===== src/hdl/nrs_pkg.sv =====
// Shared constants and types for the nested range suppressor.
// No dependencies; imported by every module of the block.
`default_nettype none

package nrs_pkg;

    // Default widths of positions and output indexes
    localparam int POS_WIDTH_DEF   = 32;
    localparam int INDEX_WIDTH_DEF = 24;

    // Fixed width of the opaque line tag
    localparam int TAG_WIDTH = 24;

    // Entries in the queue between front and back
    localparam int QUEUE_DEPTH = 4;

    // Queue status seen by the front and the back
    typedef struct packed {
        logic full;
        logic not_empty;
    } q_status_t;

endpackage

`default_nettype wire


===== src/hdl/nrs_front.sv =====
// Front part: holds the current range, classifies each line and builds
// a queue entry with up to two results. Depends on nrs_pkg.
`default_nettype none

module nrs_front #(
    parameter int POS_WIDTH   = nrs_pkg::POS_WIDTH_DEF,
    parameter int INDEX_WIDTH = nrs_pkg::INDEX_WIDTH_DEF
) (
    input  logic                                   clk,
    input  logic                                   rst_n,
    input  logic                                   in_valid,
    output logic                                   in_ready,
    input  logic [POS_WIDTH-1:0]                   range_begin,
    input  logic [POS_WIDTH-1:0]                   range_end,
    input  logic                                   line_defined,
    input  logic [nrs_pkg::TAG_WIDTH-1:0]          line_tag,
    input  logic                                   end_of_list,
    input  nrs_pkg::q_status_t                     q_status,
    output logic                                   push,
    output logic [2*(2*POS_WIDTH+nrs_pkg::TAG_WIDTH+INDEX_WIDTH+2):0] push_entry
);
    import nrs_pkg::*;

    localparam int REC_W = 2 * POS_WIDTH + TAG_WIDTH + INDEX_WIDTH + 2;

    // Held range state
    logic                   held_valid_reg, held_valid_next;
    logic [POS_WIDTH-1:0]   held_begin_reg, held_begin_next;
    logic [POS_WIDTH-1:0]   held_end_reg, held_end_next;
    logic [TAG_WIDTH-1:0]   held_tag_reg, held_tag_next;
    logic [INDEX_WIDTH-1:0] count_reg, count_next;

    logic                   accept;
    logic                   nested;
    logic                   covers;
    logic                   displace;
    logic [REC_W-1:0]       rec_displaced;
    logic [REC_W-1:0]       rec_final;
    logic [REC_W-1:0]       rec0;
    logic [REC_W-1:0]       rec1;

    assign in_ready = !q_status.full;
    assign accept   = in_valid && !q_status.full;

    // Classification against the held range
    assign nested   = held_valid_reg && (held_begin_reg <= range_begin)
                      && (held_end_reg >= range_end);
    assign covers   = held_valid_reg && (held_begin_reg >= range_begin)
                      && (held_end_reg <= range_end);
    assign displace = line_defined && held_valid_reg && !nested && !covers;

    assign count_next = displace ? count_reg + 1'b1 : count_reg;

    // Held range after this line, before any end-of-list clear
    always_comb
    begin
        held_valid_next = held_valid_reg;
        held_begin_next = held_begin_reg;
        held_end_next   = held_end_reg;
        held_tag_next   = held_tag_reg;
        if (line_defined && !nested)
        begin
            held_valid_next = 1'b1;
            held_begin_next = range_begin;
            held_end_next   = range_end;
            held_tag_next   = line_tag;
        end
    end

    // Result records, fields from the lowest bit up:
    // begin, end, tag, position, has_range, last
    assign rec_displaced = {1'b0, 1'b1, count_reg, held_tag_reg,
                            held_end_reg, held_begin_reg};

    always_comb
    begin
        if (held_valid_next)
            rec_final = {1'b1, 1'b1, count_next, held_tag_next,
                         held_end_next, held_begin_next};
        else
            rec_final = {1'b1, 1'b0, {(REC_W-2){1'b0}}};
    end

    // Queue entry: two-result flag at bit 0, then first and second record
    always_comb
    begin
        rec0 = displace ? rec_displaced : rec_final;
        rec1 = rec_final;
    end

    assign push       = accept && (displace || end_of_list);
    assign push_entry = {rec1, rec0, displace && end_of_list};

    // State update; end of list returns to the reset state
    always_ff @(posedge clk or negedge rst_n)
    begin
        if (!rst_n)
        begin
            held_valid_reg <= 1'b0;
            held_begin_reg <= '0;
            held_end_reg   <= '0;
            held_tag_reg   <= '0;
            count_reg      <= '0;
        end
        else if (accept)
        begin
            if (end_of_list)
            begin
                held_valid_reg <= 1'b0;
                held_begin_reg <= '0;
                held_end_reg   <= '0;
                held_tag_reg   <= '0;
                count_reg      <= '0;
            end
            else
            begin
                held_valid_reg <= held_valid_next;
                held_begin_reg <= held_begin_next;
                held_end_reg   <= held_end_next;
                held_tag_reg   <= held_tag_next;
                count_reg      <= count_next;
            end
        end
    end

endmodule

`default_nettype wire


===== src/hdl/nrs_queue.sv =====
// Short queue of result entries between the front and the back part.
// Depends on nrs_pkg for the depth and the status struct.
`default_nettype none

module nrs_queue #(
    parameter int ENTRY_W = 8
) (
    input  logic               clk,
    input  logic               rst_n,
    input  logic               push,
    input  logic [ENTRY_W-1:0] push_entry,
    input  logic               pop,
    output logic [ENTRY_W-1:0] head_entry,
    output nrs_pkg::q_status_t q_status
);
    import nrs_pkg::*;

    localparam int PTR_W = $clog2(QUEUE_DEPTH);
    localparam int CNT_W = $clog2(QUEUE_DEPTH + 1);

    logic [ENTRY_W-1:0] slots_reg [QUEUE_DEPTH];
    logic [PTR_W-1:0]   wr_ptr_reg;
    logic [PTR_W-1:0]   rd_ptr_reg;
    logic [CNT_W-1:0]   count_reg;
    logic               do_pop;

    assign do_pop             = pop && (count_reg != '0);
    assign q_status.full      = (count_reg == CNT_W'(QUEUE_DEPTH));
    assign q_status.not_empty = (count_reg != '0);
    assign head_entry         = slots_reg[rd_ptr_reg];

    // Entry storage
    always_ff @(posedge clk)
    begin
        if (push)
            slots_reg[wr_ptr_reg] <= push_entry;
    end

    // Pointers and fill count
    always_ff @(posedge clk or negedge rst_n)
    begin
        if (!rst_n)
        begin
            wr_ptr_reg <= '0;
            rd_ptr_reg <= '0;
            count_reg  <= '0;
        end
        else
        begin
            if (push)
                wr_ptr_reg <= (wr_ptr_reg == PTR_W'(QUEUE_DEPTH - 1)) ? '0
                              : wr_ptr_reg + 1'b1;
            if (do_pop)
                rd_ptr_reg <= (rd_ptr_reg == PTR_W'(QUEUE_DEPTH - 1)) ? '0
                              : rd_ptr_reg + 1'b1;
            if (push && !do_pop)
                count_reg <= count_reg + 1'b1;
            else if (!push && do_pop)
                count_reg <= count_reg - 1'b1;
        end
    end

endmodule

`default_nettype wire


===== src/hdl/nrs_back.sv =====
// Back part: takes queue entries, sends their one or two results through
// an output register. Depends on nrs_pkg.
`default_nettype none

module nrs_back #(
    parameter int REC_W = 8
) (
    input  logic               clk,
    input  logic               rst_n,
    input  nrs_pkg::q_status_t q_status,
    input  logic [2*REC_W:0]   head_entry,
    output logic               pop,
    output logic               out_valid,
    input  logic               out_ready,
    output logic [REC_W-1:0]   out_rec
);
    import nrs_pkg::*;

    logic             out_valid_reg, out_valid_next;
    logic [REC_W-1:0] out_rec_reg, out_rec_next;
    logic             phase_reg, phase_next;
    logic             load;
    logic             two_results;
    logic [REC_W-1:0] rec0;
    logic [REC_W-1:0] rec1;

    assign two_results = head_entry[0];
    assign rec0        = head_entry[REC_W:1];
    assign rec1        = head_entry[2*REC_W:REC_W+1];

    // Output register is free when empty or its transaction completes
    assign load = !out_valid_reg || out_ready;

    always_comb
    begin
        pop            = 1'b0;
        phase_next     = phase_reg;
        out_valid_next = out_valid_reg && !out_ready;
        out_rec_next   = out_rec_reg;
        if (load && q_status.not_empty)
        begin
            out_valid_next = 1'b1;
            out_rec_next   = phase_reg ? rec1 : rec0;
            if (two_results && !phase_reg)
                phase_next = 1'b1;
            else
            begin
                pop        = 1'b1;
                phase_next = 1'b0;
            end
        end
    end

    always_ff @(posedge clk or negedge rst_n)
    begin
        if (!rst_n)
        begin
            out_valid_reg <= 1'b0;
            phase_reg     <= 1'b0;
        end
        else
        begin
            out_valid_reg <= out_valid_next;
            phase_reg     <= phase_next;
        end
    end

    // Payload register
    always_ff @(posedge clk)
    begin
        out_rec_reg <= out_rec_next;
    end

    assign out_valid = out_valid_reg;
    assign out_rec   = out_rec_reg;

endmodule

`default_nettype wire


===== src/hdl/nested_range_suppressor_unit.sv =====
// Top level of the nested range suppressor: stream ports, front, queue
// and back. Depends on nrs_pkg, nrs_front, nrs_queue and nrs_back.
//
// The block takes one line per cycle and drops ranges nested in the
// currently held range; a range that covers the held one replaces it.
// A held range goes out when a line displaces it, and the line marked
// tlast flushes it with tlast set (or an empty marker, tuser low, if no
// range was kept), after which a new list starts. Input lines are taken
// every cycle while the four-entry queue has room; results leave at one
// per cycle from the output register while m_tready is high, after
// passing through a queue slot. A last line that displaces the held
// range produces two results and holds the back part, which the queue absorbs.
`default_nettype none

module nested_range_suppressor_unit #(
    parameter int POS_WIDTH   = nrs_pkg::POS_WIDTH_DEF,
    parameter int INDEX_WIDTH = nrs_pkg::INDEX_WIDTH_DEF
) (
    input  logic clk,
    input  logic rst_n,
    // Line input
    input  logic s_tvalid,
    output logic s_tready,
    // range_begin, range_end, line_tag (zero padded to bytes)
    input  logic [((2*POS_WIDTH+nrs_pkg::TAG_WIDTH+7)/8)*8-1:0] s_tdata,
    // line_defined
    input  logic s_tuser,
    // end_of_list
    input  logic s_tlast,
    // Result output
    output logic m_tvalid,
    input  logic m_tready,
    // out_begin, out_end, out_tag, out_position (zero padded to bytes)
    output logic [((2*POS_WIDTH+nrs_pkg::TAG_WIDTH+INDEX_WIDTH+7)/8)*8-1:0] m_tdata,
    // out_has_range
    output logic m_tuser,
    // out_last
    output logic m_tlast
);
    import nrs_pkg::*;

    localparam int M_DATA_W = ((2*POS_WIDTH + TAG_WIDTH + INDEX_WIDTH + 7) / 8) * 8;
    localparam int REC_W    = 2 * POS_WIDTH + TAG_WIDTH + INDEX_WIDTH + 2;
    localparam int ENTRY_W  = 2 * REC_W + 1;

    logic                 push;
    logic                 pop;
    logic [ENTRY_W-1:0]   push_entry;
    logic [ENTRY_W-1:0]   head_entry;
    q_status_t            q_status;
    logic [REC_W-1:0]     out_rec;

    // Front: classify lines against the held range
    nrs_front #(
        .POS_WIDTH   (POS_WIDTH),
        .INDEX_WIDTH (INDEX_WIDTH)
    ) u_front (
        .clk          (clk),
        .rst_n        (rst_n),
        .in_valid     (s_tvalid),
        .in_ready     (s_tready),
        .range_begin  (s_tdata[POS_WIDTH-1:0]),
        .range_end    (s_tdata[2*POS_WIDTH-1:POS_WIDTH]),
        .line_defined (s_tuser),
        .line_tag     (s_tdata[2*POS_WIDTH+TAG_WIDTH-1:2*POS_WIDTH]),
        .end_of_list  (s_tlast),
        .q_status     (q_status),
        .push         (push),
        .push_entry   (push_entry)
    );

    // Queue between front and back
    nrs_queue #(
        .ENTRY_W (ENTRY_W)
    ) u_queue (
        .clk        (clk),
        .rst_n      (rst_n),
        .push       (push),
        .push_entry (push_entry),
        .pop        (pop),
        .head_entry (head_entry),
        .q_status   (q_status)
    );

    // Back: serialize results into the output register
    nrs_back #(
        .REC_W (REC_W)
    ) u_back (
        .clk        (clk),
        .rst_n      (rst_n),
        .q_status   (q_status),
        .head_entry (head_entry),
        .pop        (pop),
        .out_valid  (m_tvalid),
        .out_ready  (m_tready),
        .out_rec    (out_rec)
    );

    // Record layout matches tdata from the lowest bit; flags on top
    assign m_tdata = M_DATA_W'(out_rec[REC_W-3:0]);
    assign m_tuser = out_rec[REC_W-2];
    assign m_tlast = out_rec[REC_W-1];

endmodule

`default_nettype wire

===== config.mk =====
export PLATFORM = sky130hd
export DESIGN_NAME = nested_range_suppressor_unit
export DESIGN_NICKNAME = d
export VERILOG_FILES = /design/src/hdl/nrs_pkg.sv /design/src/hdl/nrs_front.sv /design/src/hdl/nrs_queue.sv /design/src/hdl/nrs_back.sv /design/src/hdl/nested_range_suppressor_unit.sv
export SDC_FILE = /design/constraint.sdc
export NUM_CORES = 1
export LEC_CHECK = 0
export BUFFER_PORTS_ARGS = -buffer_cell sky130_fd_sc_hd__buf_2
export CAP_MARGIN = 0
export CORE_UTILIZATION = 40
export CTS_CLUSTER_DIAMETER = 100
export DETAILED_ROUTE_END_ITERATION = 7
export GPL_ROUTABILITY_DRIVEN = 0
export PLACE_DENSITY = 0.59
export SKIP_CTS_REPAIR_TIMING = 1
export SLEW_MARGIN = 15
export SYNTH_ARGS = -nofsm -noshare
export SYNTH_HDL_FRONTEND = slang
export SYNTH_SLANG_ARGS = --single-unit

===== constraint.sdc =====
create_clock -name clk -period 11.5 [get_ports clk]
set_input_delay 1.725 -clock clk [delete_from_list [all_inputs] [get_ports clk]]
set_output_delay 1.725 -clock clk [all_outputs]
set_load 0.005 [all_outputs]

==> flow_results.org, run 1 <==
** Finish
- Layout area overhead :: 14.37%
- The register with the most flip-flops in the layout has 908 of them.
- Most used cells in the layout excluding fill and tap cells :: sky130_fd_sc_hd__edfxtp_1, sky130_fd_sc_hd__nand2_1, sky130_fd_sc_hd__mux4_2, sky130_fd_sc_hd__buf_2, sky130_fd_sc_hd__a22o_1
- In the final design database the tool counted approximately 3,200 nets.
- The post-route netlist has a little over a fifth of its cells at a drive strength greater than 1.
- The library cell used most frequently in the layout, excluding fill and tap cells, is sky130_fd_sc_hd__edfxtp_1.

** Placement
- Buffers added on ports :: around 210
- Setup slack at placement :: 4.235 ns
- Detailed-placement wirelength estimate :: approximately 60 mm

** GRT
- Number of global-route vias before repair :: around 27,000
- Aggregate global-route resource usage :: about a fifth
- The first global-routing pass estimated 169.3 mm of wire.
- Overflow left after global routing :: 0
- The initial antenna violation count was 30.
- Maximum number of pins on one net before global-route repair :: ~150

** Logic synthesis
- Post-Synthesis Cell Area :: 0.04665 mm2
- Multiplexer area fraction after synthesis :: between 10 and 15%
- Compound-cell area share of the yosys netlist :: about 5.7%
- The synthesized design contains between 1,000 and 1,500 register bits.
- Post-synth cell types :: just under 60
- Main combinational cell family by area after synthesis :: multiplexers
- Post-synthesis instance total :: approximately 2,800
- In the synthesized netlist the async set-or-reset flop fraction comes to 10.66%.
- Post-synthesis net count :: ~3,000
- Xor and xnor area share after synthesis :: less than 1%
- Post-synth EDFFs :: between 1,000 and 1,500
- Each instance of the synthesized netlist takes up on average between 15 and 20 um2.
- Share of the yosys chip area belonging to registers :: 72.34%
- Commonest register cell after synthesis :: sky130_fd_sc_hd__edfxtp_1
- Yosys warning count :: 0
- Of the total synthesized cell area, the portion taken by full adders, half adders and majority gates is just under 2%.
- Synthesized-area fraction occupied by and/or/nand/nor cells :: roughly 6.4%

** Die
- The die is between 300 and 400 um tall.
- For this configuration, the core starts out at a cell density of roughly two fifths.
- Floorplan die width :: around 340 um
- Core Footprint :: roughly 0.11 mm2
- Die ar. :: between 0.1 and 0.15 mm2
- 210 I/O pins were placed.
- The initialized floorplan defines approximately 120 standard-cell rows.

** Power and ir drop
- Sequential group share of total power :: between 40% and 50%
- Net switching is between 30% and 40% of the power.
- The analysis attributes to cell leakage a power of roughly 19 nW.
- Reported net switching power :: ~4.0 mW
- Combinational share of power :: around 26%
- The share of total power dissipated in the clock network is 29.4%.
- Power density of the placed cells :: around 250 mW/mm2
- Internal cell power :: 9.303 mW
- Across the VDD grid, the largest voltage drop is slightly below 0.0002 V.

** Detailed routing
- The routed design has ~110 mm of wire.
- Starting DRC count in detailed routing :: between 1,500 and 2,000
- The first TritonRoute pass finished after 7 iterations.
- After detailed routing, the number of remaining DRC violations is 0.
- The detail route stage leaves a number of antenna-violating nets equal to 0.
- Avg Vias per Cell :: approximately 5.5
- Dividing the detail-routed wire length by the instance count gives 24.36 um.
- Vias post-DR :: around 26,000

** Setup path
- In this run the worst path has a maximum fanout of 150.
- Counting both buffers and inverters, the worst setup path holds a total of 4.
- The critical path in this run is classified as input pin to register.
- The largest single stage delay on the critical path is about 0.93 ns.
- Category of the worst setup path launch point :: input pin
- Critical path's top delay family :: compound AO/OA/AOI/OAI gates
- On the critical path, the stage with the largest delay is an instance of sky130_fd_sc_hd__a211oi_1.
- Chain of cells forming the critical path :: buf_2 > inv_1 > ha_1 > a21oi_1 > o21ai_0 > a221oi_1 > o211ai_1 > a211oi_1 > xor2_2 > buf_4 > nor2_2 > o21a_1 > and2_4 > buf_12
- STA classifies the critical path endpoint as a register.
- Data arrival time of the critical path :: between 6 and 7 ns
- Data on the critical path is required at its endpoint by between 10 and 15 ns.

** Timing
- Based on the critical path, the design can be clocked at up to about 150 MHz.
- Adding up every negative setup slack in the final design gives 0 ns.
- For the final database, setup skew stands at around 0.033 ns.
- Final hold viol count :: 0
- Worst slew slack as a fraction of its limit :: approximately a fifth
- The max-slew violation total from the final report came to 0.
- Counting I/O delays and the setup requirement, the final critical path takes between 6 and 7 ns.
- Slew at the pin with the worst max-slew slack :: approximately 1.2 ns
- Setup repair after global routing left no endpoint under its margin.
- The worst path meets setup with 4.989 ns of slack.
- Of the available clock period, the critical path in the final layout requires approximately 57%.
- Setup violations remaining at the end of the flow were counted as 0.

** Job
- Max capacitance violation total :: 0

** Clock network
- Root Buffer Master :: sky130_fd_sc_hd__clkbuf_16
- The longest clock path from root to sink contains 3 buffers.
- CTS clock-pin slew for the worst setup and hold paths :: 0.06 ns
- TritonCTS clock tree :: built
- The clock tree synthesis step divided the H-tree into 3 levels.
- At the later pin of the worst-skew pair, clock insertion delay measures approximately 0.70 ns.
- The number of clock buffers added by TritonCTS is between 100 and 150.
- CTS saw ~1,100 sinks.

** Min path
- The tightest min-delay check is of the register to register type.

** Status
- Status :: completed
==> path summary, 6_finish.rpt <==
path	from	to	slack, ns	depth (start not counted)
hold / removal	u_queue.count_reg[2]	u_queue.count_reg[2]	0.50	1
setup reg to reg	u_front.held_end_reg[11]	u_queue.slots_reg[0][53]	5.78	12
min in group asynchronous	rst_n	u_front.held_end_reg[8]	0.96	1
max in group asynchronous	rst_n	u_queue.rd_ptr_reg[0]	9.18	2
setup / recovery	s_tdata[41]	u_queue.slots_reg[0][53]	4.99	14
hold reg to reg	u_queue.count_reg[2]	u_queue.count_reg[2]	0.50	1
==> power by group through the flow <==
stage / Combinational (mW) / Clock [mW] / Sequential [mW]
floorplan: 2.32 / 0 / 5.98
global placement: 3.45 / 0 / 6.03
detailed placement: 3.48 / 0 / 6.07
CTS: 3.50 / 3.99 / 5.99
global route: 3.74 / 4.15 / 6.05
finish: 3.41 / 3.91 / 5.97
==> cell usage after synthesis, drive strengths merged, types with 22 or more instances <==
cell type / n / share of area [%]
edfxtp: 1022 / 66
o21ai: 29 / 0.32
xnor2: 22 / 0.41
and2: 28 / 0.38
nand2: 549 / 4.4
clkbuf: 92 / 0.74
dfrtp: 122 / 6.5
a21oi: 122 / 1.3
ha: 71 / 1.9
inv: 79 / 0.64
mux4: 227 / 11
nor2: 59 / 0.49
buf: 68 / 0.64
a22o: 187 / 3.5
==> final cells by class <==
class                      instances  area (um2)
inverter                          81       309.0
antenna                            7       17.52
clock buffer                     163        3263
timing repair buffer             240        1364
clock inverter                    59       728.2
fill                            9780       61610
tap                             1512        1892
multi-input combinational       1414       12020
sequential                      1144       33750
==> layer usage <==
metal	track usage (%)	wire [um]	up-vias
met1	25.70	47890	13360
met3	3.172	6702	168
li1	-	-	11220
met4	4.972	1993	26
met5	0	158	-
met2	32.48	55790	773
==> worst register-to-register path, cell delays in order (launching register included) <==
cell and delay [ns]:
sky130_fd_sc_hd__dfrtp_1 0.43, sky130_fd_sc_hd__ha_1 0.33, sky130_fd_sc_hd__a21oi_1 0.13, sky130_fd_sc_hd__o21ai_0 0.12, sky130_fd_sc_hd__a221oi_1 0.47, sky130_fd_sc_hd__o211ai_1 0.14, sky130_fd_sc_hd__a211oi_1 0.93, sky130_fd_sc_hd__xor2_2 0.13
sky130_fd_sc_hd__buf_4 0.27, sky130_fd_sc_hd__nor2_2 0.35, sky130_fd_sc_hd__o21a_1 0.39, sky130_fd_sc_hd__and2_4 0.56, sky130_fd_sc_hd__buf_12 0.73
==> cell families (layout without fill, tap and decap cells) <==
kind of cell    after synthesis  after routing
compound gates              369            369
xor+xnor                     25             25
fa+ha+maj                    72             72
buf+inv                     241            543
flops                      1144           1144
mux                         233            233
other cells                   0              7
simple gates                715            715
==> through the flow <==
step                      instance area [um2]  util, %  total power, mW  hold WS, ns  instances
after floorplan                         46650        -            8.302       0.4641       2799
after global placement                  49340    42.92            9.482       0.4820       4391
after detailed placement                49340    42.92            9.548       0.4909       4391
after CTS                               53330    46.39            13.47       0.5028       4613
after global routing                    53350    46.40            13.94       0.5284       4618
final                                   53350    46.41            13.29       0.4959       4620
No activity file was read; power rests on OpenSTA's default activity.
==> run 2: changes to the inputs <==
--- a/config.mk
+++ b/config.mk
@@ -11,7 +11,7 @@
 export CTS_CLUSTER_DIAMETER = 100
 export DETAILED_ROUTE_END_ITERATION = 7
 export GPL_ROUTABILITY_DRIVEN = 0
-export PLACE_DENSITY = 0.59
+export PLACE_DENSITY = 0.61
 export SKIP_CTS_REPAIR_TIMING = 1
 export SLEW_MARGIN = 15
 export SYNTH_ARGS = -nofsm -noshare
==> constraint.sdc (replaced) <==
create_clock -name clk -period 5.5 [get_ports clk]
set_input_delay 0.825 -clock clk [delete_from_list [all_inputs] [get_ports clk]]
set_output_delay 0.825 -clock clk [all_outputs]
set_load 0.005 [all_outputs]
==> run 2 against run 1 <==
  * Critical path depth fell by 3
  * Global-route usage is 0.57 points lower
  * Non-clock buffer count is 17 higher
  * Count of clock-buffer cells in the layout is 4 lower
  * Flip-flop and latch count is the same
  * First-iteration DRC count decreased by 7.4%
  * Sequential share of layout area fell by 0.37 points
==> flow_results.org, run 2 (synthesis results as in run 1) <==
** Detailed routing
- Number of optimization iterations in the first detailed-route pass :: 5
- The final layout contains routed wiring with a total length of ~110 mm.
- WL/cell :: approximately 24 um
- Starting DRC count in detailed routing :: between 1,500 and 2,000
- After detailed routing, the number of remaining DRC violations is 0.
- Vias post-DR :: 25,100
- Antenna-violating nets left :: 0
- Using the TritonRoute via totals, the vias-per-cell ratio works out to around 5.4.

** Setup path
- The slowest stage of the critical path is the sky130_fd_sc_hd__a2111oi_4 cell.
- Data arrival time of the critical path :: ~4.5 ns
- R2R cell count :: 11
- Register-to-register path setup slack :: 1.39 ns
- STA classifies the critical path startpoint as a register.
- In this run the worst path has a maximum fanout of 74.
- In this design, the stage delay of the slowest critical-path cell is between 0.4 and 0.5 ns.
- Critical Path RT :: ~5.9 ns
- STA classifies the critical path endpoint as a register.
- The critical path runs through a total of 11 cells.
- The critical path contains buffers and inverters numbering 2 combined.
- Among cell families on the critical path, the largest total delay comes from compound AO/OA/AOI/OAI gates.
- The worst setup path is of the register to register kind.
- Walking the worst path, the cells encountered are ha_1 > a21oi_1 > o21ai_0 > a221oi_1 > or3b_1 > a2111oi_4 > xor2_2 > buf_4 > o22ai_4 > buf_12 > a22o_1.

** Timing
- Final hold viol count :: 0
- Minimum clock period after layout :: about 4 ns
- Across the routed clock network, the largest skew measured is roughly 0.033 ns.
- Setup violators final :: 0
- In this run the tightest slew margin relative to its limit is between 30% and 40%.
- Final worst-path cycle share :: between 70% and 80%
- The worst path meets setup with around 1.4 ns of slack.
- Number of max-slew violations in the final report :: 0
- At the pin with the least slew margin, the transition time is between 1 and 1.5 ns.
- Timing would allow up to 243.6 MHz.
- Setup repair after global routing missed its margin :: no

** Clock network
- The longest clock path from root to sink contains 3 buffers.
- In this run the clock root is driven by a sky130_fd_sc_hd__clkbuf_16.
- The H-tree was split into 3 levels.
- TritonCTS built the clock tree.
- Clock tree synthesis found a total of roughly 1,100 sinks.
- Clk_lat worst skew :: between 0.7 and 0.8 ns
- CTS clock-pin slew for the worst setup and hold paths :: about 0.060 ns
- CTS Buf Count :: around 120

** Power and ir drop
- The worst-case IR drop observed on VDD is between 0.0004 and 0.0005 V.
- P_leak :: 19.37 nW
- Power density of the placed cells :: between 500 and 600 mW/mm2

** Finish
- Register area :: approximately 0.034 mm2
- In the final layout, the multi-input gates occupy ~0.012 mm2.
- # fillers :: 9,866
- Cells with a size suffix above 1 make up about 22% of the layout.
- The area growth from synthesis to layout is 15.04%.
- Most used cells in the layout excluding fill and tap cells :: sky130_fd_sc_hd__edfxtp_1, sky130_fd_sc_hd__nand2_1, sky130_fd_sc_hd__mux4_2, sky130_fd_sc_hd__buf_2, sky130_fd_sc_hd__a22o_1
- Nets@finish :: 3,182
- Most common library cell in the layout ignoring fill and taps :: sky130_fd_sc_hd__edfxtp_1
- Finished Core Util :: ~47%
- The register with the most flip-flops in the layout has approximately 910 of them.

** GRT
- Aggregate global-route resource usage :: between 10% and 20%
- The via count of the first global-routing pass came to about 26,000.
- Entering global routing, the biggest net connects 150 pins.
- For this run the aggregate overflow at the end of global routing stands at 0.
- The initial antenna violation count was 16.
- The first global-routing pass estimated 163.2 mm of wire.

** Placement
- Detailed-placement wirelength estimate :: 59.17 mm
- Buffers added on ports :: approximately 210
- Setup slack at placement :: roughly 0.74 ns

** Die
- Num ports :: between 200 and 250
- Core Footprint :: roughly 0.11 mm2
- Core Rows :: 124
- The die covers ~0.12 mm2.
- For this configuration, the core starts out at a cell density of between 40% and 50%.
- From left edge to right edge, the die measures between 300 and 400 um.
- Measured along the y axis, the die boundary spans ~340 um.

** Job
- Max capacitance violation total :: 0

** Status
- The flow ran to the end, and the final reports show no timing, DRC or antenna violations.

** Min path
- In this run the worst hold path is classified as input pin to async pin.
## run 2: cell type report
type,instances,area share (%)
Sequential cell,1144,62.90
Clock inverter,63,1.115
Inverter,81,0.5712
Multi-Input combinational cell,1414,22.41
Antenna cell,7,0.03264
Timing Repair Buffer,257,3.262
Tap cell,1512,3.525
Clock buffer,159,6.188
## run 2: metrics by stage
step | total power, mW | instance area, um2 | cells | hold slack (ns) | setup TNS [ns]
CTS | 28.11 | 53650 | 4630 | 0.1656 | 0
floorplan | 17.22 | 46650 | 2799 | 0.4641 | -823.63
global placement | 19.96 | 49730 | 4408 | 0.4925 | 0
global route | 29.05 | 53660 | 4634 | 0.1764 | 0
detailed placement | 20.04 | 49730 | 4408 | 0.4856 | 0
finish | 27.67 | 53660 | 4637 | 0.1508 | 0
## run 2: path summary, 6_finish.rpt
path                                            end                 startpoint
setup / recovery           u_queue.slots_reg[1][81]  u_front.held_begin_reg[5]
hold / removal              u_front.held_tag_reg[9]                      rst_n
setup reg to reg           u_queue.slots_reg[1][81]  u_front.held_begin_reg[5]
hold reg to reg                u_queue.count_reg[2]       u_queue.count_reg[2]
max in group asynchronous          u_back.phase_reg                      rst_n
min in group clk                   u_back.out_valid                   m_tready
## run 2: power by group
group	leakage [nW]	internal, mW	switching [mW]
registers	11.0	11.6	0.707
logic	6.41	3.01	4.31
clock network	1.94	4.69	3.31
total	19.4	19.3	8.33
## run 2: metal layers
layer / up-vias / global-route usage (%) / routed length, um
met4: 14 / 5.361 / 2275
met5: - / 0 / 85
met2: 703 / 30.37 / 52680
met1: 12980 / 25.50 / 47650
met3: 156 / 3.421 / 6374
li1: 11250 / - / -
